**src/hdl/tnb_pkg.sv**
```systemverilog
package tnb_pkg;

  localparam logic [31:0] ONE_Q30     = 32'd1073741824;
  localparam logic [31:0] PI_Q30      = 32'd3373259426;
  localparam logic [31:0] HALF_PI_Q30 = 32'd1686629713;
  localparam logic [31:0] GAIN_Q30    = 32'd652032874;

  localparam int unsigned DIV_W   = 64;
  localparam int unsigned CNT_W   = 6;
  localparam int unsigned ITER_W  = 5;
  localparam int unsigned ANGLE_W = 34;

  localparam logic [1:0] CFG_MIN_FREQ = 2'd0;
  localparam logic [1:0] CFG_MAX_FREQ = 2'd1;
  localparam logic [1:0] CFG_RATE     = 2'd2;
  localparam logic [1:0] CFG_QUALITY  = 2'd3;

  localparam logic OP_SAMPLE = 1'b0;
  localparam logic OP_RETUNE = 1'b1;

  typedef struct packed {
    logic              op;
    logic signed [15:0] sample_in;
    logic [15:0]       new_freq;
  } in_t;

  typedef struct packed {
    logic signed [15:0] sample_out;
    logic              clipped;
    logic              passing_through;
  } out_t;

  // arctangent of 2^-i in q30
  function automatic logic signed [ANGLE_W-1:0] atan_q30(input logic [ITER_W-1:0] i);
    logic signed [ANGLE_W-1:0] r;
    begin
      case (i)
        5'd0:    r = 34'sd843314857;
        5'd1:    r = 34'sd497837829;
        5'd2:    r = 34'sd263043837;
        5'd3:    r = 34'sd133525159;
        5'd4:    r = 34'sd67021687;
        5'd5:    r = 34'sd33543516;
        5'd6:    r = 34'sd16775851;
        5'd7:    r = 34'sd8388437;
        5'd8:    r = 34'sd4194283;
        5'd9:    r = 34'sd2097149;
        5'd10:   r = 34'sd1048576;
        default: r = $signed(34'(64'd1 << (5'd30 - i)));
      endcase
      atan_q30 = r;
    end
  endfunction

endpackage

```
**src/hdl/tnb_cordic.sv**
```systemverilog
module tnb_cordic #(
  parameter int CORDIC_STEPS = 24
) (
  input  logic               clk_i,
  input  logic               rst_ni,
  input  logic               start_i,
  input  logic [31:0]        ang_i,
  output logic               done_o,
  output logic [30:0]        sin_o,
  output logic signed [31:0] cos_o
);

  localparam logic [tnb_pkg::ITER_W-1:0] LAST = tnb_pkg::ITER_W'(CORDIC_STEPS - 1);
  localparam logic signed [tnb_pkg::ANGLE_W-1:0] ONE = $signed(34'(tnb_pkg::ONE_Q30));

  logic signed [tnb_pkg::ANGLE_W-1:0] x_q, y_q, z_q;
  logic [tnb_pkg::ITER_W-1:0]         i_q;
  logic                               flip_q, busy_q, done_q;

  logic signed [tnb_pkg::ANGLE_W-1:0] dx, dy, at, xc;
  logic                               fold;

  assign dx   = y_q >>> i_q;
  assign dy   = x_q >>> i_q;
  assign at   = tnb_pkg::atan_q30(i_q);
  assign fold = ang_i > tnb_pkg::HALF_PI_Q30;

  always_ff @(posedge clk_i or negedge rst_ni) begin
    if (!rst_ni) begin
      busy_q <= 1'b0;
      done_q <= 1'b0;
      i_q    <= '0;
    end else begin
      done_q <= 1'b0;
      if (start_i) begin
        // fold into the first quadrant, cosine flips sign
        x_q    <= $signed(34'(tnb_pkg::GAIN_Q30));
        y_q    <= '0;
        z_q    <= fold ? $signed(34'(tnb_pkg::PI_Q30)) - $signed({2'b0, ang_i})
                       : $signed({2'b0, ang_i});
        flip_q <= fold;
        i_q    <= '0;
        busy_q <= 1'b1;
      end else if (busy_q) begin
        if (z_q >= 0) begin
          x_q <= x_q - dx;
          y_q <= y_q + dy;
          z_q <= z_q - at;
        end else begin
          x_q <= x_q + dx;
          y_q <= y_q - dy;
          z_q <= z_q + at;
        end
        i_q <= i_q + 1'b1;
        if (i_q == LAST) begin
          busy_q <= 1'b0;
          done_q <= 1'b1;
        end
      end
    end
  end

  always_comb begin
    if (y_q < 0)        sin_o = '0;
    else if (y_q > ONE) sin_o = 31'(tnb_pkg::ONE_Q30);
    else                sin_o = y_q[30:0];
    if (x_q > ONE)       xc = ONE;
    else if (x_q < -ONE) xc = -ONE;
    else                 xc = x_q;
    cos_o = flip_q ? 32'(-xc) : 32'(xc);
  end

  assign done_o = done_q;

endmodule

```
**config.mk**
```make
export PLATFORM = sky130hd
export DESIGN_NAME = tnb_cordic
export DESIGN_NICKNAME = d
export VERILOG_FILES = /design/src/hdl/tnb_pkg.sv /design/src/hdl/tnb_cordic.sv
export SDC_FILE = /design/constraint.sdc
export NUM_CORES = 1
export LEC_CHECK = 0
export BUFFER_PORTS_ARGS = -buffer_cell sky130_fd_sc_hd__buf_2
export CAP_MARGIN = 15
export CORE_MARGIN = 4
export CORE_UTILIZATION = 55
export CTS_CLUSTER_SIZE = 28
export DETAILED_ROUTE_END_ITERATION = 7
export PLACE_DENSITY = 0.83
export SLEW_MARGIN = 30
export SYNTH_ARGS = -nofsm -noshare
export SYNTH_HDL_FRONTEND = slang
export SYNTH_SLANG_ARGS = --single-unit
```
**constraint.sdc**
```tcl
create_clock -name clk_i -period 20.4 [get_ports clk_i]
set_input_delay 2.04 -clock clk_i [delete_from_list [all_inputs] [get_ports clk_i]]
set_output_delay 2.04 -clock clk_i [all_outputs]
set_load 0.02 [all_outputs]
```
# Word level (Yosys, flattened, before mapping)
# Index checks and enable logic that the tools add are counted.
# classes
muxes	22
n_shift	3
eq_ne	11
n_reduce_logical	4
addsub	10
magnitude_cmp	6
# ops
op	n
34-bit one-hot mux with 11 select lines	1
34-bit two-way mux	8
34-bit adder	3
34-bit subtractor	3
32-bit two-way mux	3
34-bit by 32-bit greater-than comparator with 1-bit output, second input constant	2
34-bit by 5-bit >>> shifter with 34-bit output	2
31-bit two-way mux	2
34-bit by 1-bit greater-or-equal comparator with 1-bit output, second input constant	1
34-bit by 1-bit less-than comparator with 1-bit output, second input constant	1
34-bit by 31-bit less-than comparator with 1-bit output, second input constant	1
1-bit by 5-bit << shifter with 34-bit output, first input constant	1
32-bit by 32-bit subtractor with 33-bit output, first input constant	1
32-bit by 31-bit greater-than comparator with 1-bit output, second input constant	1
32-bit negation	1
5-bit by 3-bit equality test with 1-bit output, second input constant	4
5-bit by 4-bit equality test with 1-bit output, second input constant	3
5-bit by 2-bit equality test with 1-bit output, second input constant	2
5-bit two-way mux	2
1-bit two-way mux	6
5-bit by 1-bit adder with 5-bit output, second input constant	1
5-bit by 1-bit equality test with 1-bit output, second input constant	1
5-bit equality test, second input constant	1
5-bit logical NOT	1
other kinds (3)	4
# totals
word_cells	63
register_bits	110
input_bits	35
out_inout_bits	64

# Depth between registers and ports, before layout
# depth
depth_word	7
mapped_depth	33
ltp_nobuf	26

# Least setup slack after synthesis
# Ideal clock, no wire load.
# synth_path
path_kind	register to output
startpoint	reg x_q[3] (netlist bit)
endpoint	out cos_o[12]
t_required_ns	18.360
path_buffers	4
arrival_time_ns	4.369
path_stages_with_launch	17
setup_slack_ns	13.991
path_cell_list	edfxtp_1 clkbuf_1 or4_1 or3_1 nor3_1 nand2_1 o21a_1 o41ai_1 clkbuf_1 clkbuf_1 nand2_1 ha_1 o21ai_4 and2_1 buf_2 nor3_1 a311oi_1
# synth_via
elab_chain_len	5
word_cells_on_any_way	6
classes_between	add/sub: 1; order compare: 2; mux: 3
# synth_lines
element	line	rtl
start, declared	tnb_cordic.sv:16	logic signed [tnb_pkg::ANGLE_W-1:0] x_q, y_q, z_q;
start signal, assigned	tnb_cordic.sv:37	x_q <= $signed(34'(tnb_pkg::GAIN_Q30));
start signal, assigned	tnb_cordic.sv:46	x_q <= x_q - dx;
start signal, assigned	tnb_cordic.sv:50	x_q <= x_q + dx;
34-bit by 31-bit less-than comparator with 1-bit output	tnb_cordic.sv:68	else if (x_q < -ONE) xc = -ONE;
32-bit two-way mux	tnb_cordic.sv:68	
32-bit two-way mux (*)	tnb_cordic.sv:67	if (x_q > ONE) xc = ONE;
32-bit negation	tnb_cordic.sv:70	cos_o = flip_q ? 32'(-xc) : 32'(xc);
32-bit two-way mux (*)	tnb_cordic.sv:70	
end, declared	tnb_cordic.sv:10	output logic signed [31:0] cos_o
# Mark *: on every way between the ends. The rest lies on a longest branch, timed or not.

# Worst setup path in the final report
# layout_path
startpoint	reg i_q[0] (netlist bit)
endpoint	reg z_q[33] (netlist bit) (data pin)
# layout_via
elab_chain_len	7
word_cells_on_any_way	19
classes_between	add/sub: 3; eq/ne: 10; shift: 1; mux: 4; reduce/logical: 1
# layout_lines
element	line	rtl
start, declared	tnb_cordic.sv:17	logic [tnb_pkg::ITER_W-1:0] i_q;
start signal, assigned	tnb_cordic.sv:54	i_q <= i_q + 1'b1;
5-bit subtractor	tnb_pkg.sv:49	default: r = $signed(34'(64'd1 << (5'd30 - i)));
1-bit by 5-bit << shifter with 34-bit output	tnb_pkg.sv:49	
34-bit one-hot mux with 11 select lines (*)	tnb_pkg.sv:37	case (i)
34-bit adder / 34-bit subtractor (equally long branches)	tnb_cordic.sv:52, tnb_cordic.sv:48	
34-bit two-way mux (*)	tnb_cordic.sv:45	if (z_q >= 0) begin
34-bit two-way mux (*)	tnb_cordic.sv:44	end else if (busy_q) begin
34-bit two-way mux (*)	tnb_cordic.sv:35	if (start_i) begin
end signal, assigned	tnb_cordic.sv:39	z_q <= fold ? $signed(34'(tnb_pkg::PI_Q30)) - $signed({2'b0, ang_i})
end signal, assigned	tnb_cordic.sv:48	z_q <= z_q - at;
end signal, assigned	tnb_cordic.sv:52	z_q <= z_q + at;
end, declared	tnb_cordic.sv:16	
# Mark *: on every way between the ends. The rest lies on a longest branch, timed or not. The select of a mux whose other input is x is not followed.
# A chain may end at the register's enable or synchronous reset.

==> qor.yml <==
timing:
  setup_violations: 0
  rsz0062_at_grt: "false"
  fmax_mhz: 125
  layout_min_cycle_time_ps: 8020
  tightest_slew_ps: 976
  drv_slew: 0
  hold_ws_ps: 791
  finClkSkew_ps: 19.6
  slew-limit-headroom: 0.349
  period_share: 0.393
  tns_ps: 0
  hold_viol: 0
synth:
  yosysSeqAreaShare: 0.170
  ys_seq_elements: 110
  synth.largest_area_cell: "edfxtp_1"
  yosys_warnings: 0
  ys_async_sr_fraction: 0.0636
  synth_edf_count: 103
  yosysMostFrequentCell: "nand2_1"
  synth_top_cell_area_share: 0.161
  ys.flop_type: "edfxtp_1"
  synthCells: 2374
  synthTopCellsByCount: "nand2_1 (221), nor2_1 (214), a21oi_1 (177)"
  netlist_area_um2: 19300
  synth_cell_types: 108
  synth_fp_nets: 2523
  yosys-top-cells-area: "edfxtp_1 (16%), mux4_2 (7.4%), ha_1 (7.2%)"
  avgSynthCellArea_um2: 8.11
floorplanning:
  num_rows: 68
  die_w_um: 195
  io_pins: 99
  die-area_um2: 38100
  initial_core_util: 0.558
  core-area_um2: 34500
  chipHeight_um: 195
routing:
  vias: 19400
  route.detailed.drc: 0
  drt-vias-per-instance: 6.93
  avgRoutedWirePerCell_um: 23.9
  drtIter0Drc: 2314
  ant_nets: 0
  wl_mm: 66.9
  first_pass_iters: 6
layout:
  fin_nets: 2493
  n_fill_cell: 3078
  num_antenna_cells: 0
  seq_area_um2: 3280
  final_area_um2: 20100
  syn2layout_area_growth_pct: 4.20
  drive_above_1_share: 0.134
  multi_input_area_um2: 15000
global_routing:
  grt_pass1_wl_mm: 104
  grt_usage: 0.336
  grt_overflow: 0
  grt_max_degree: 83
  grt_pass1_vias: 18500
  antenna_found_initial: 0
setup_path:
  crit_path_start_kind: "register"
  crit_path_end_kind: "register"
  cp_slowest_stage_delay_ps: 900
  crit_type: "register to register"
  path_delay_family: "compound AO/OA/AOI/OAI gates"
  r2r_setup_slack_ps: 12380
  path_max_fanout: 66
  path_buf_inv: 3
  critPathLaunch: "i_q[0]$_DFFE_PN0N_"
  cp_slowest_cell: "dfrtp_4"
  worst_ep_arrival_time_ps: 8140
  timing.rr.start: "i_q[0]$_DFFE_PN0N_"
  cp.required_ps: 20520
  reg2regPathDepth: 27
  reg2reg_to: "z_q[33]$_DFFE_PP_"
power_and_ir_drop:
  peakVddDrop_v: 0.000111
  p_int_mw: 1.96
  seq_power_share: 0.168
  leakage_nw: 8.12
  p_switching_mw: 2.29
  p_sw_frac: 0.539
  p_clk_frac: 0.049
  power_density_nw_per_um2: 212
  comb_power_share: 0.784
placed_design:
  hpwl_mm: 49.2
  place_congestion: 1.04
  place_area_um2: 19700
  port_buffers: 98
clock_tree:
  clock_sinks: 110
  htreeDepth: 3
  cts_setup_buffers: 0
  cts_made_buffers: 9
  tritoncts: "yes"
  cts_hold_buf: 0
  cts-root-buf: "clkbuf_16"
  cts-root-to-sink-buffers: 2
  clk_pin_slew_ps: 100
  clock_latency_ps: 390
  cts_resized: 0
worst_hold_path:
  hold_start: "z_q[0]$_DFFE_PP_"
  min_path_cells: 3
  min_path_type: "register to register"
  hold_end: "z_q[0]$_DFFE_PP_"
run_status:
  status: "complete, no violations"
run:
  maxCapViolCount: 0
==> placed cells by master (no fill, tap or decap), drive strengths merged, types with 23 or more instances in the layout <==
cell	n
nor3	34
mux4	65
nor2b	25
or2	24
nand2	221
mux2i	93
edfxtp	103
o21ai	174
buf	128
mux2	35
nand3	49
xor2	104
xnor2	121
a211oi	34
nand4	23
o22ai	28
o21a	36
ha	111
inv	54
o31ai	26
a21oi	177
nor2	216
and2	48
nand2b	29
a21o	63
==> registers in the layout, summed over array words and instances, names as in the netlist <==
register,count
busy_q,1
done_o,1
flip_q,1
i_q,5
x_q,34
y_q,34
z_q,34
==> worst min-delay path: stages (launching register included) <==
cell and delay, ps:
edfxtp_1 360, inv_1 70, ha_1 120, o21ai_0 70
==> per-layer routing <==
metal  part of all wire  global-route usage  vias up
li1                   -                   -     8839
met1               0.39               0.450     9152
met2               0.44               0.530     1227
met3               0.12              0.0706      219
met4              0.052               0.144        0
met5                  0                   0        -
==> stage by stage <==
step           utilization  total power [mW]  std cells  setup slack, ps
6_report             0.581              4.25       2804            12380
4_1_cts              0.581              4.16       2804            12470
3_5_place_dp         0.572              3.92       2788            12550
2_1_floorplan            -              3.14       2374            13990
3_3_place_gp         0.572              3.83       2788            12870
5_1_grt              0.581              4.57       2804            11730
==> logic make-up (layout without fill, tap and decap cells) <==
group / after synthesis / count (layout) / synth area share
xor gates and xnor gates: 225 / 225 / 0.102
adders and majority gates: 114 / 114 / 0.0752
muxes: 193 / 193 / 0.146
DFF: 110 / 110 / 0.170
and+or+nand+nor: 770 / 770 / 0.198
buffers and inverters: 225 / 200 / 0.0544
AOI/OAI and AO/OA: 737 / 737 / 0.254
==> cell type report <==
type                    count  share of cell area
inverters                  56              0.0105
clock buffers              11              0.0126
flip-flops and latches    110               0.164
clock inverters             5             0.00324
multi-input cells        2039               0.746
repair buffers            128              0.0361
well taps                 455              0.0284
==> power by group through the flow <==
stage | registers [mW] | clock network (mW) | logic (mW)
global route | 0.710 | 0.218 | 3.65
CTS | 0.692 | 0.210 | 3.26
floorplan | 0.506 | 0 | 2.64
global placement | 0.688 | 0 | 3.14
finish | 0.712 | 0.208 | 3.33
detailed placement | 0.696 | 0 | 3.23
==> worst max-delay path by stage <==
stage / endpoint / depth (start not counted)
after floorplan: cos_o[12] / 16
after CTS: z_q[33]$_DFFE_PP_ / 27
after global routing: z_q[30]$_DFFE_PP_ / 24
after detailed placement: z_q[33]$_DFFE_PP_ / 27
after global placement: z_q[33]$_DFFE_PP_ / 27
final: z_q[33]$_DFFE_PP_ / 27
(Power assumes the default switching activity.)
