File: src/hdl/tnb_pkg.sv
package tnb_pkg;

  localparam logic [31:0] ONE_Q30     = 32'd1073741824;
  localparam logic [31:0] PI_Q30      = 32'd3373259426;
  localparam logic [31:0] HALF_PI_Q30 = 32'd1686629713;
  localparam logic [31:0] GAIN_Q30    = 32'd652032874;

  localparam int unsigned DIV_W   = 64;
  localparam int unsigned CNT_W   = 6;
  localparam int unsigned ITER_W  = 5;
  localparam int unsigned ANGLE_W = 34;

  localparam logic [1:0] CFG_MIN_FREQ = 2'd0;
  localparam logic [1:0] CFG_MAX_FREQ = 2'd1;
  localparam logic [1:0] CFG_RATE     = 2'd2;
  localparam logic [1:0] CFG_QUALITY  = 2'd3;

  localparam logic OP_SAMPLE = 1'b0;
  localparam logic OP_RETUNE = 1'b1;

  typedef struct packed {
    logic              op;
    logic signed [15:0] sample_in;
    logic [15:0]       new_freq;
  } in_t;

  typedef struct packed {
    logic signed [15:0] sample_out;
    logic              clipped;
    logic              passing_through;
  } out_t;

  // arctangent of 2^-i in q30
  function automatic logic signed [ANGLE_W-1:0] atan_q30(input logic [ITER_W-1:0] i);
    logic signed [ANGLE_W-1:0] r;
    begin
      case (i)
        5'd0:    r = 34'sd843314857;
        5'd1:    r = 34'sd497837829;
        5'd2:    r = 34'sd263043837;
        5'd3:    r = 34'sd133525159;
        5'd4:    r = 34'sd67021687;
        5'd5:    r = 34'sd33543516;
        5'd6:    r = 34'sd16775851;
        5'd7:    r = 34'sd8388437;
        5'd8:    r = 34'sd4194283;
        5'd9:    r = 34'sd2097149;
        5'd10:   r = 34'sd1048576;
        default: r = $signed(34'(64'd1 << (5'd30 - i)));
      endcase
      atan_q30 = r;
    end
  endfunction

endpackage

File: src/hdl/tnb_div.sv
module tnb_div (
  input  logic                        clk_i,
  input  logic                        rst_ni,
  input  logic                        start_i,
  input  logic [tnb_pkg::DIV_W-1:0]   num_i,
  input  logic [tnb_pkg::DIV_W-1:0]   den_i,
  output logic                        done_o,
  output logic [tnb_pkg::DIV_W-1:0]   quo_o
);

  logic [tnb_pkg::DIV_W:0]   rem_q;
  logic [tnb_pkg::DIV_W-1:0] quo_q;
  logic [tnb_pkg::DIV_W-1:0] den_q;
  logic [tnb_pkg::CNT_W-1:0] cnt_q;
  logic                      busy_q;
  logic                      done_q;

  logic [tnb_pkg::DIV_W:0]   rem_sh;
  logic                      fits;

  // one quotient bit a cycle, restoring
  assign rem_sh = {rem_q[tnb_pkg::DIV_W-1:0], quo_q[tnb_pkg::DIV_W-1]};
  assign fits   = rem_sh >= {1'b0, den_q};

  always_ff @(posedge clk_i or negedge rst_ni) begin
    if (!rst_ni) begin
      busy_q <= 1'b0;
      done_q <= 1'b0;
      cnt_q  <= '0;
    end else begin
      done_q <= 1'b0;
      if (start_i) begin
        rem_q  <= '0;
        quo_q  <= num_i;
        den_q  <= den_i;
        cnt_q  <= '0;
        busy_q <= 1'b1;
      end else if (busy_q) begin
        rem_q <= fits ? rem_sh - {1'b0, den_q} : rem_sh;
        quo_q <= {quo_q[tnb_pkg::DIV_W-2:0], fits};
        cnt_q <= cnt_q + 1'b1;
        if (cnt_q == {tnb_pkg::CNT_W{1'b1}}) begin
          busy_q <= 1'b0;
          done_q <= 1'b1;
        end
      end
    end
  end

  assign done_o = done_q;
  assign quo_o  = quo_q;

endmodule

File: config.mk
export PLATFORM = sky130hd
export DESIGN_NAME = tnb_div
export DESIGN_NICKNAME = d
export VERILOG_FILES = /design/src/hdl/tnb_pkg.sv /design/src/hdl/tnb_div.sv
export SDC_FILE = /design/constraint.sdc
export NUM_CORES = 1
export LEC_CHECK = 0
export ABC_AREA = 1
export CORE_AREA = 2 2 168 170
export DETAILED_ROUTE_END_ITERATION = 10
export DIE_AREA = 0 0 170 172
export DONT_BUFFER_PORTS = 1
export GPL_TIMING_DRIVEN = 0
export HOLD_SLACK_MARGIN = 0.05
export PLACE_DENSITY = 0.77
export SLEW_MARGIN = 20
export SYNTH_ARGS = -nofsm -noshare
export SYNTH_HDL_FRONTEND = slang
export SYNTH_SLANG_ARGS = --single-unit
export TNS_END_PERCENT = 20
File: constraint.sdc
create_clock -name clk_i -period 3.68 [get_ports clk_i]
set_input_delay 0.736 -clock clk_i [delete_from_list [all_inputs] [get_ports clk_i]]
set_output_delay 0.736 -clock clk_i [all_outputs]
set_load 0.02 [all_outputs]
After elaboration in Yosys (flattened, before gate mapping)
Cells that the tools add are included.
{"block": "totals", "regBits": 201, "output_inout_bits": 65}
{"block": "op_classes", "n_lt_le_gt_ge": 1, "n_addsub": 2, "eq_ne": 1, "n_reduce_logical": 3, "mux": 12}
{"operator": "65-bit 2-to-1 mux", "n": 2}
{"operator": "64-bit 2-to-1 mux", "n": 2}
{"operator": "65-bit by 64-bit greater-or-equal comparator with 1-bit output", "n": 1}
{"operator": "65-bit by 64-bit subtractor with 65-bit output", "n": 1}
{"operator": "6-bit 2-to-1 mux", "n": 2}
{"operator": "6-bit by 1-bit adder with 6-bit output (second input constant)", "n": 1}
{"operator": "6-bit == test (second input constant)", "n": 1}
{"operator": "1-bit 2-to-1 mux", "n": 6}
{"operator": "2-bit AND reduction", "n": 2}
{"operator": "2-bit nonzero test", "n": 1}

Logic depth before layout (Yosys ltp)
Gate-level depths: netlist of run 1.
{"block": "logic_depth", "word_depth": 4, "mapped_depth": 19, "depth_no_buf": 18}

Worst setup path after synthesis of run 1
No wires, ideal clock.
{"block": "synth_path", "kind": "input port to flip-flop", "start": "input port start_i", "end": "register quo_q, in the netlist quo_o[0], enable pin", "t_arrival_ps": 3685, "path_slack_ps": -491, "path_buffers": 1, "cell_stages": 3, "path_cell_list": "nor2_1 > clkbuf_1 > nor2_1"}
{"block": "synth_via", "elab_chain_len": 2}
{"item": "start: declaration", "line": "tnb_div.sv:4", "text": "input logic start_i,"}
{"item": "2-bit nonzero test (no line)"}
{"item": "2-bit AND reduction (no line)"}
{"item": "end signal: assignment", "line": "tnb_div.sv:34", "text": "quo_q <= num_i;"}
{"item": "end signal: assignment", "line": "tnb_div.sv:40", "text": "quo_q <= {quo_q[tnb_pkg::DIV_W-2:0], fits};"}
{"item": "end: declaration", "line": "tnb_div.sv:12", "text": "logic [tnb_pkg::DIV_W-1:0] quo_q;"}
No other way between the ends.
A chain may end at the register's enable or synchronous reset.

Worst setup path in the final report of run 1
{"block": "layout_path", "start": "register rem_q[44] in the netlist's numbering", "end": "register rem_q[56] in the netlist's numbering, data pin"}
{"block": "layout_via", "elab_chain_len": 3, "word_cells_on_any_way": 4, "cone_classes": "1 x add/sub; 1 x order compare; 2 x mux"}
{"item": "start: declaration", "line": "tnb_div.sv:11", "text": "logic [tnb_pkg::DIV_W:0] rem_q;"}
{"item": "start signal: assignment", "line": "tnb_div.sv:39", "text": "rem_q <= fits ? rem_sh - {1'b0, den_q} : rem_sh;"}
{"item": "65-bit by 64-bit subtractor with 65-bit output or 65-bit by 64-bit greater-or-equal comparator with 1-bit output (tied branches)", "line": "tnb_div.sv:39, tnb_div.sv:23"}
{"item": "65-bit 2-to-1 mux *", "line": "tnb_div.sv:39"}
{"item": "65-bit 2-to-1 mux *", "line": "tnb_div.sv:38", "text": "end else if (busy_q) begin"}
Mark *: on every way between the ends. The rest lies on a longest branch, timed or not.

==> flow_metrics.env, run 1 <==
export IMPL_synth_adder_area_share=0.05569
export IMPL_hold_class="primary input to flip-flop"
export IMPL_syn_area_per_cell_um2=6.854
export IMPL_drtPass1Iterations=5
export IMPL_power_density_mw_per_mm2=472.1
export IMPL_path_cells="ha_1 > nand2_1 > nor2_2 > nand2_2 > nor2_2 > nand2_1 > o22ai_2 > nor2_4 > nand2_4 > buf_4 > nand3_1 > nand2_1 > nand2_1"
export IMPL_overflow=0
export IMPL_max_freq_mhz=300.1
export IMPL_die_height_um=172
export IMPL_final_setup_worst_slack_ps=348.2
export IMPL_start_util=0.5446
export IMPL_hpwl_um=38100
export IMPL_fp_dieArea_mm2=0.02924
export IMPL_leakagePower_nw=8.493
export IMPL_fillers=2620
export IMPL_critPathArrivalTime_ps=3540
export IMPL_synth_distinct_cells=39
export IMPL_num_vias=13610
export IMPL_finalMaxSlewViolations=0
export IMPL_synthMuxAreaShare=0
export IMPL_synth_ff_latch_count=200
export IMPL_portBuffers=0
export IMPL_utilization=0.5843
export IMPL_cpPeakStageDelay_ps=520
export IMPL_gp_congestion=1.008
export IMPL_rows=61
export IMPL_crit_top_cell="nand2_1"
export IMPL_drive_above_1_share=0.04777
export IMPL_ys_seq_area_frac=0.3987
export IMPL_pin_count=196
export IMPL_synthSimpleGateAreaFrac=0.3555
export IMPL_drt_wl_total_um=46640
export IMPL_grt_setup_unrepaired="false"
export IMPL_multi_input_area_mm2=0.007024
export IMPL_wl_per_cell_um=18.18
export IMPL_avgViaCountPerCell=5.302
export IMPL_maxSlewHeadroom=0.3609
export IMPL_worst_clock_skew_ps=24.43
export IMPL_grt_pass1_vias=12860
export IMPL_antenna_found_initial=1
export IMPL_ys_warn_count=0
export IMPL_area_growth_pct=7.291
export IMPL_crit_path_end_kind="flip-flop"
export IMPL_worst_pin_slew_ps=958.7
export IMPL_cts_tree="built"
export IMPL_finalHoldViolCount=0
export IMPL_register_area_mm2=0.005966
export IMPL_setup_viol=0
export IMPL_crit_fanout=10
export IMPL_post_route_min_period_ps=3332
export IMPL_grt_max_degree=68
export IMPL_pre_cts_slack_ps=481.2
export IMPL_postSynthCellCount=2183
export IMPL_post_route_period_util=0.9054
export IMPL_grt_pass1_wl_um=70730
export IMPL_outcome="completed"
export IMPL_clock_sinks=200
export IMPL_cts_root_buf="clkbuf_16"
export IMPL_antenna_left=0
export IMPL_placedInstanceArea_mm2=0.01547
export IMPL_drc_errors=0
export IMPL_netlist_area_mm2=0.01496
export IMPL_synth_compound_area_frac=0.03955
export IMPL_insertion_delay_ps=460
export IMPL_final_nets=2403
export IMPL_path_clk_slew_ps=80
export IMPL_htree_levels=4
export IMPL_max_cap_violations=0
export IMPL_cts_repair_resized=0
export IMPL_drt_first_iter_violations=1245
export IMPL_final_area_mm2=0.01605
export IMPL_die_x_um=170
export IMPL_clockBufferDepth=2
export IMPL_peakVddDrop_mv=0.3660
export IMPL_worstPathRequired_ps=3880
export IMPL_crit_path_top_delay_cell="ha_1"
export IMPL_numCtsBuffers=17
export IMPL_coreArea_mm2=0.02748
export IMPL_path_class="flip-flop to flip-flop"
export IMPL_synth_top_family_by_area="simple AND/OR/NAND/NOR gates"
export IMPL_synth_xor_area_frac=0.01815
export IMPL_syn_nets=2380
export IMPL_startpoint_type="flip-flop"
export IMPL_track_usage=0.3245
sequential cells by signal (all words and copies together) (netlist names):
name	count
busy_q	1
cnt_q	6
den_q	64
done_o	1
quo_o	64
rem_q	64
cell usage after synthesis, drive strengths merged:
cell | instances | area share
a21o | 3 | 0.0015
a21oi | 49 | 0.017
a22o | 1 | 0.00059
a31oi | 1 | 0.00042
and2 | 2 | 0.00084
buf | 24 | 0.013
clkbuf | 23 | 0.0058
clkinv | 1 | 0.00025
dfrtp | 8 | 0.013
edfxtp | 192 | 0.39
fa | 1 | 0.0013
ha | 65 | 0.054
inv | 450 | 0.11
nand2 | 932 | 0.24
nand3 | 152 | 0.053
nand3b | 34 | 0.017
nand4 | 16 | 0.0067
nor2 | 127 | 0.036
nor3 | 14 | 0.0050
nor4 | 2 | 0.00084
o211ai | 1 | 0.00050
o21ai | 42 | 0.014
o21bai | 10 | 0.0050
o22ai | 1 | 0.00084
or2 | 1 | 0.00042
xnor2 | 29 | 0.017
xor2 | 2 | 0.0012
final cells by class:
type | instances | share of cell area
tap | 346 | 0.02697
timing repair buffer | 4 | 0.004832
buffer | 47 | 0.01793
sequential | 200 | 0.3716
clock inverter | 13 | 0.008417
inverter | 451 | 0.1056
multi-input combinational | 1485 | 0.4375
antenna | 1 | 0.0001559
clock buffer | 19 | 0.02697
where the power goes:
group	internal, mW	switching [mW]	leakage, nW	total, mW
registers	2.78	0.205	1.99	2.99
clock network	0.953	0.889	0.274	1.84
logic	0.905	1.85	6.23	2.75
final timing paths:
check | startpoint | end | slack, ps | cells past startpoint
worst max register to register | rem_q[44] | rem_q[56] | 350 | 13
worst min-delay path | den_i[46] | den_q[46] | 370 | 0
worst min register to register | cnt_q[3] | cnt_q[3] | 550 | 1
worst max-delay path | rem_q[44] | rem_q[56] | 350 | 13
min in group asynchronous | rst_ni | cnt_q[2] | 730 | 1
max in group asynchronous | rst_ni | cnt_q[3] | 2570 | 1
timing repair:
item | 4_1_cts | 5_1_grt
buffers inserted | 0 | 0
hold buffers | 1 | 0
endpoints found under the hold margin | 8 | 0
critical path: cells and delay by family, from the launching register on:
family	cells	cell delay, ps
buf+inv	1	300
flops	1	450
fa+ha+maj	1	520
compound gates	1	210
simple gates	10	1590
logic make-up after synthesis:
group                      count (synthesis)
AOI/OAI and AO/OA                        108
xor gates and xnor gates                  31
adders and majority gates                 66
buffers and inverters                    498
DFF                                      200
and+or+nand+nor                         1280
cell usage in the layout, fill, tap and decap left out, types with 12 or more instances in the layout:
master     Yosys  routed
nor2_1       110     109
nor3_1        13      13
clkbuf_1      23      25
xnor2_1       29      29
buf_6         12      12
nand4_1       16      16
nand3_1      146     146
ha_1          65      65
o21ai_0       31      31
nor2_2        14      14
edfxtp_1     192     192
a21oi_1       48      48
clkbuf_16      0      17
nand3b_1      34      34
nand2_1      920     920
inv_1        441     440
routing by layer:
layer	wire [um]	up-vias	global-route usage
met2	21440	577	0.5425
li1	-	6757	-
met5	0	-	0
met3	3716	64	0.05791
met1	20110	6207	0.4266
met4	1381	0	0.1126
per-stage QoR:
step / TNS (ps) / hold WS, ps / total power [mW] / instances
detailed placement: 0 / 450.4 / 5.718 / 2532
global placement: -35010 / 452.2 / 5.668 / 2529
finish: 0 / 368.4 / 7.579 / 2566
floorplan: 0 / 440.4 / 4.940 / 2183
global route: 0 / 352.9 / 8.028 / 2566
CTS: 0 / 350.3 / 7.551 / 2565
No activity file was read; power rests on OpenSTA's default activity.
==> run 2, diff against run 1 <==
- CELL_PAD_IN_SITES_DETAIL_PLACEMENT: default -> 0
- CELL_PAD_IN_SITES_GLOBAL_PLACEMENT: default -> 1
- CORE_AREA: 2 2 168 170 -> 2 2 192 194
- DIE_AREA: 0 0 170 172 -> 0 0 194 196
- PLACE_DENSITY: 0.77 -> 0.81
==> flow_metrics.env, run 2 (synthesis results as in run 1) <==
export IMPL_cts_root_buf="clkbuf_16"
export IMPL_hold_start="den_i[47]"
export IMPL_max_freq_mhz=316.3
export IMPL_power_density_mw_per_mm2=475.4
export IMPL_antenna_left=0
export IMPL_clock_sinks=200
export IMPL_leakagePower_nw=8.516
export IMPL_startpoint_type="flip-flop"
export IMPL_cts_tree="built"
export IMPL_grt_setup_unrepaired="false"
export IMPL_peakVddDrop_mv=0.3238
export IMPL_rr_worst_depth=13
export IMPL_final_common_cell="nand2_1"
export IMPL_placedInstanceArea_mm2=0.01563
export IMPL_overflow=0
export IMPL_drc_errors=0
export IMPL_cts_repair_resized=0
export IMPL_finalMaxSlewViolations=0
export IMPL_grt_pass1_vias=12980
export IMPL_drtPass1Iterations=5
export IMPL_area_growth_pct=8.571
export IMPL_start_util=0.4147
export IMPL_min_path_cells=0
export IMPL_antenna_found_initial=1
export IMPL_crit_fanout=10
export IMPL_finalHoldViolCount=0
export IMPL_num_vias=13250
export IMPL_grt_pass1_wl_um=74600
export IMPL_rows=70
export IMPL_fp_dieArea_mm2=0.03802
export IMPL_post_route_min_period_ps=3161
export IMPL_wl_per_cell_um=17.95
export IMPL_insertion_delay_ps=470
export IMPL_antenna_cells=0
export IMPL_critPathArrivalTime_ps=3380
export IMPL_outcome="completed"
export IMPL_worst_clock_skew_ps=19.97
export IMPL_fillers=3879
export IMPL_total_power_mw=7.723
export IMPL_portBuffers=0
export IMPL_min_to="den_q[47]"
export IMPL_postCtsSetupRepairBufs=0
export IMPL_clock_power_share=0.256
export IMPL_worst_pin_slew_ps=921.8
export IMPL_path_class="flip-flop to flip-flop"
export IMPL_drt_wl_total_um=48240
export IMPL_path_clk_slew_ps=90
export IMPL_p_int_mw=4.619
export IMPL_layout_common_cells="920 x nand2_1, 440 x inv_1, 192 x edfxtp_1, 146 x nand3_1, 109 x nor2_1"
export IMPL_pin_count=196
export IMPL_maxSlewHeadroom=0.3855
export IMPL_die_x_um=194
export IMPL_die_height_um=196
export IMPL_timing_rr_end="rem_q[52]"
export IMPL_combPwrFrac=0.358
export IMPL_hpwl_um=39330
export IMPL_r2r_setup_slack_ps=520
export IMPL_grt_max_degree=68
export IMPL_coreArea_mm2=0.03608
export IMPL_seq_power_share=0.386
export IMPL_worstPathRequired_ps=3900
export IMPL_clockBufferDepth=2
export IMPL_gp_congestion=0.9662
export IMPL_timing_rr_start="rem_q[46]"
export IMPL_multi_input_area_mm2=0.007024
export IMPL_p_sw_frac=0.4019
export IMPL_max_cap_violations=0
export IMPL_power_switching_mw=3.104
export IMPL_final_nets=2403
export IMPL_final_area_mm2=0.01625
export IMPL_drive_above_1_share=0.04822
export IMPL_hold_buffers=1
export IMPL_drt_first_iter_violations=835
export IMPL_avgViaCountPerCell=4.929
export IMPL_track_usage=0.2589
export IMPL_hold_class="primary input to flip-flop"
export IMPL_numCtsBuffers=17
export IMPL_htree_levels=4
export IMPL_register_area_mm2=0.005966
export IMPL_post_route_period_util=0.8590
export IMPL_setup_viol=0
export IMPL_crit_path_end_kind="flip-flop"
run 2: per-layer routing:
metal / routed length [um] / part of all wire / up-vias / track usage
met5: 17 / 0.00035 / - / 0
met1: 22510 / 0.47 / 6037 / 0.3505
li1: - / - / 6760 / -
met4: 1379 / 0.029 / 2 / 0.08670
met2: 21300 / 0.44 / 385 / 0.4136
met3: 3023 / 0.063 / 61 / 0.05415
run 2: worst max path at each step:
| stage | start | endpoint | slack, ps |
|---|---|---|---|
| 4_1_cts | rem_q[46] | rem_q[52] | 520 |
| 5_1_grt | rem_q[46] | rem_q[56] | 330 |
| 2_1_floorplan | start_i | quo_o[0] | 580 |
| 3_5_place_dp | rem_q[46] | rem_q[52] | 560 |
| 6_report | rem_q[46] | rem_q[52] | 520 |
| 3_3_place_gp | start_i | quo_o[54] | -440 |
run 2: critical path, stage by stage, from the launching register on:
cell	delay, ps
edfxtp_1	460
ha_1	490
nand2_1	180
nor2_2	190
nand2_2	110
nor2_2	160
nand2_1	170
o22ai_2	200
nor2_4	80
nand2_4	230
buf_4	290
nand3_1	190
nand2_1	110
nand2_1	50
run 2: area by class of cell:
type	count	share of cell area
clock inverter	15	0.01132
multi-input combinational	1485	0.4324
clock buffer	17	0.02619
inverter	451	0.1044
timing repair buffer	4	0.004775
sequential	200	0.3672
tap	468	0.03604
buffer	47	0.01771
run 2: power groups by stage:
stage	registers, mW	logic, mW	clock network, mW
floorplan	2.98	1.96	0
global placement	3.03	2.71	0
detailed placement	3.03	2.74	0
CTS	2.98	2.75	2.02
global route	3.01	3.13	2.10
finish	2.98	2.77	1.98
run 2: through the flow:
| step | hold WS (ps) | setup slack, ps | utilization | std cells | TNS (ps) |
|---|---|---|---|---|---|
| after floorplan | 440.4 | 581.8 | - | 2183 | 0 |
| final | 351.1 | 518.7 | 0.4502 | 2687 | 0 |
| after global routing | 332.9 | 333.6 | 0.4502 | 2687 | 0 |
| after detailed placement | 456.1 | 555.9 | 0.4330 | 2654 | 0 |
| after global placement | 457.6 | -443.4 | 0.4310 | 2651 | -55060 |
| after CTS | 328.2 | 520.0 | 0.4502 | 2687 | 0 |
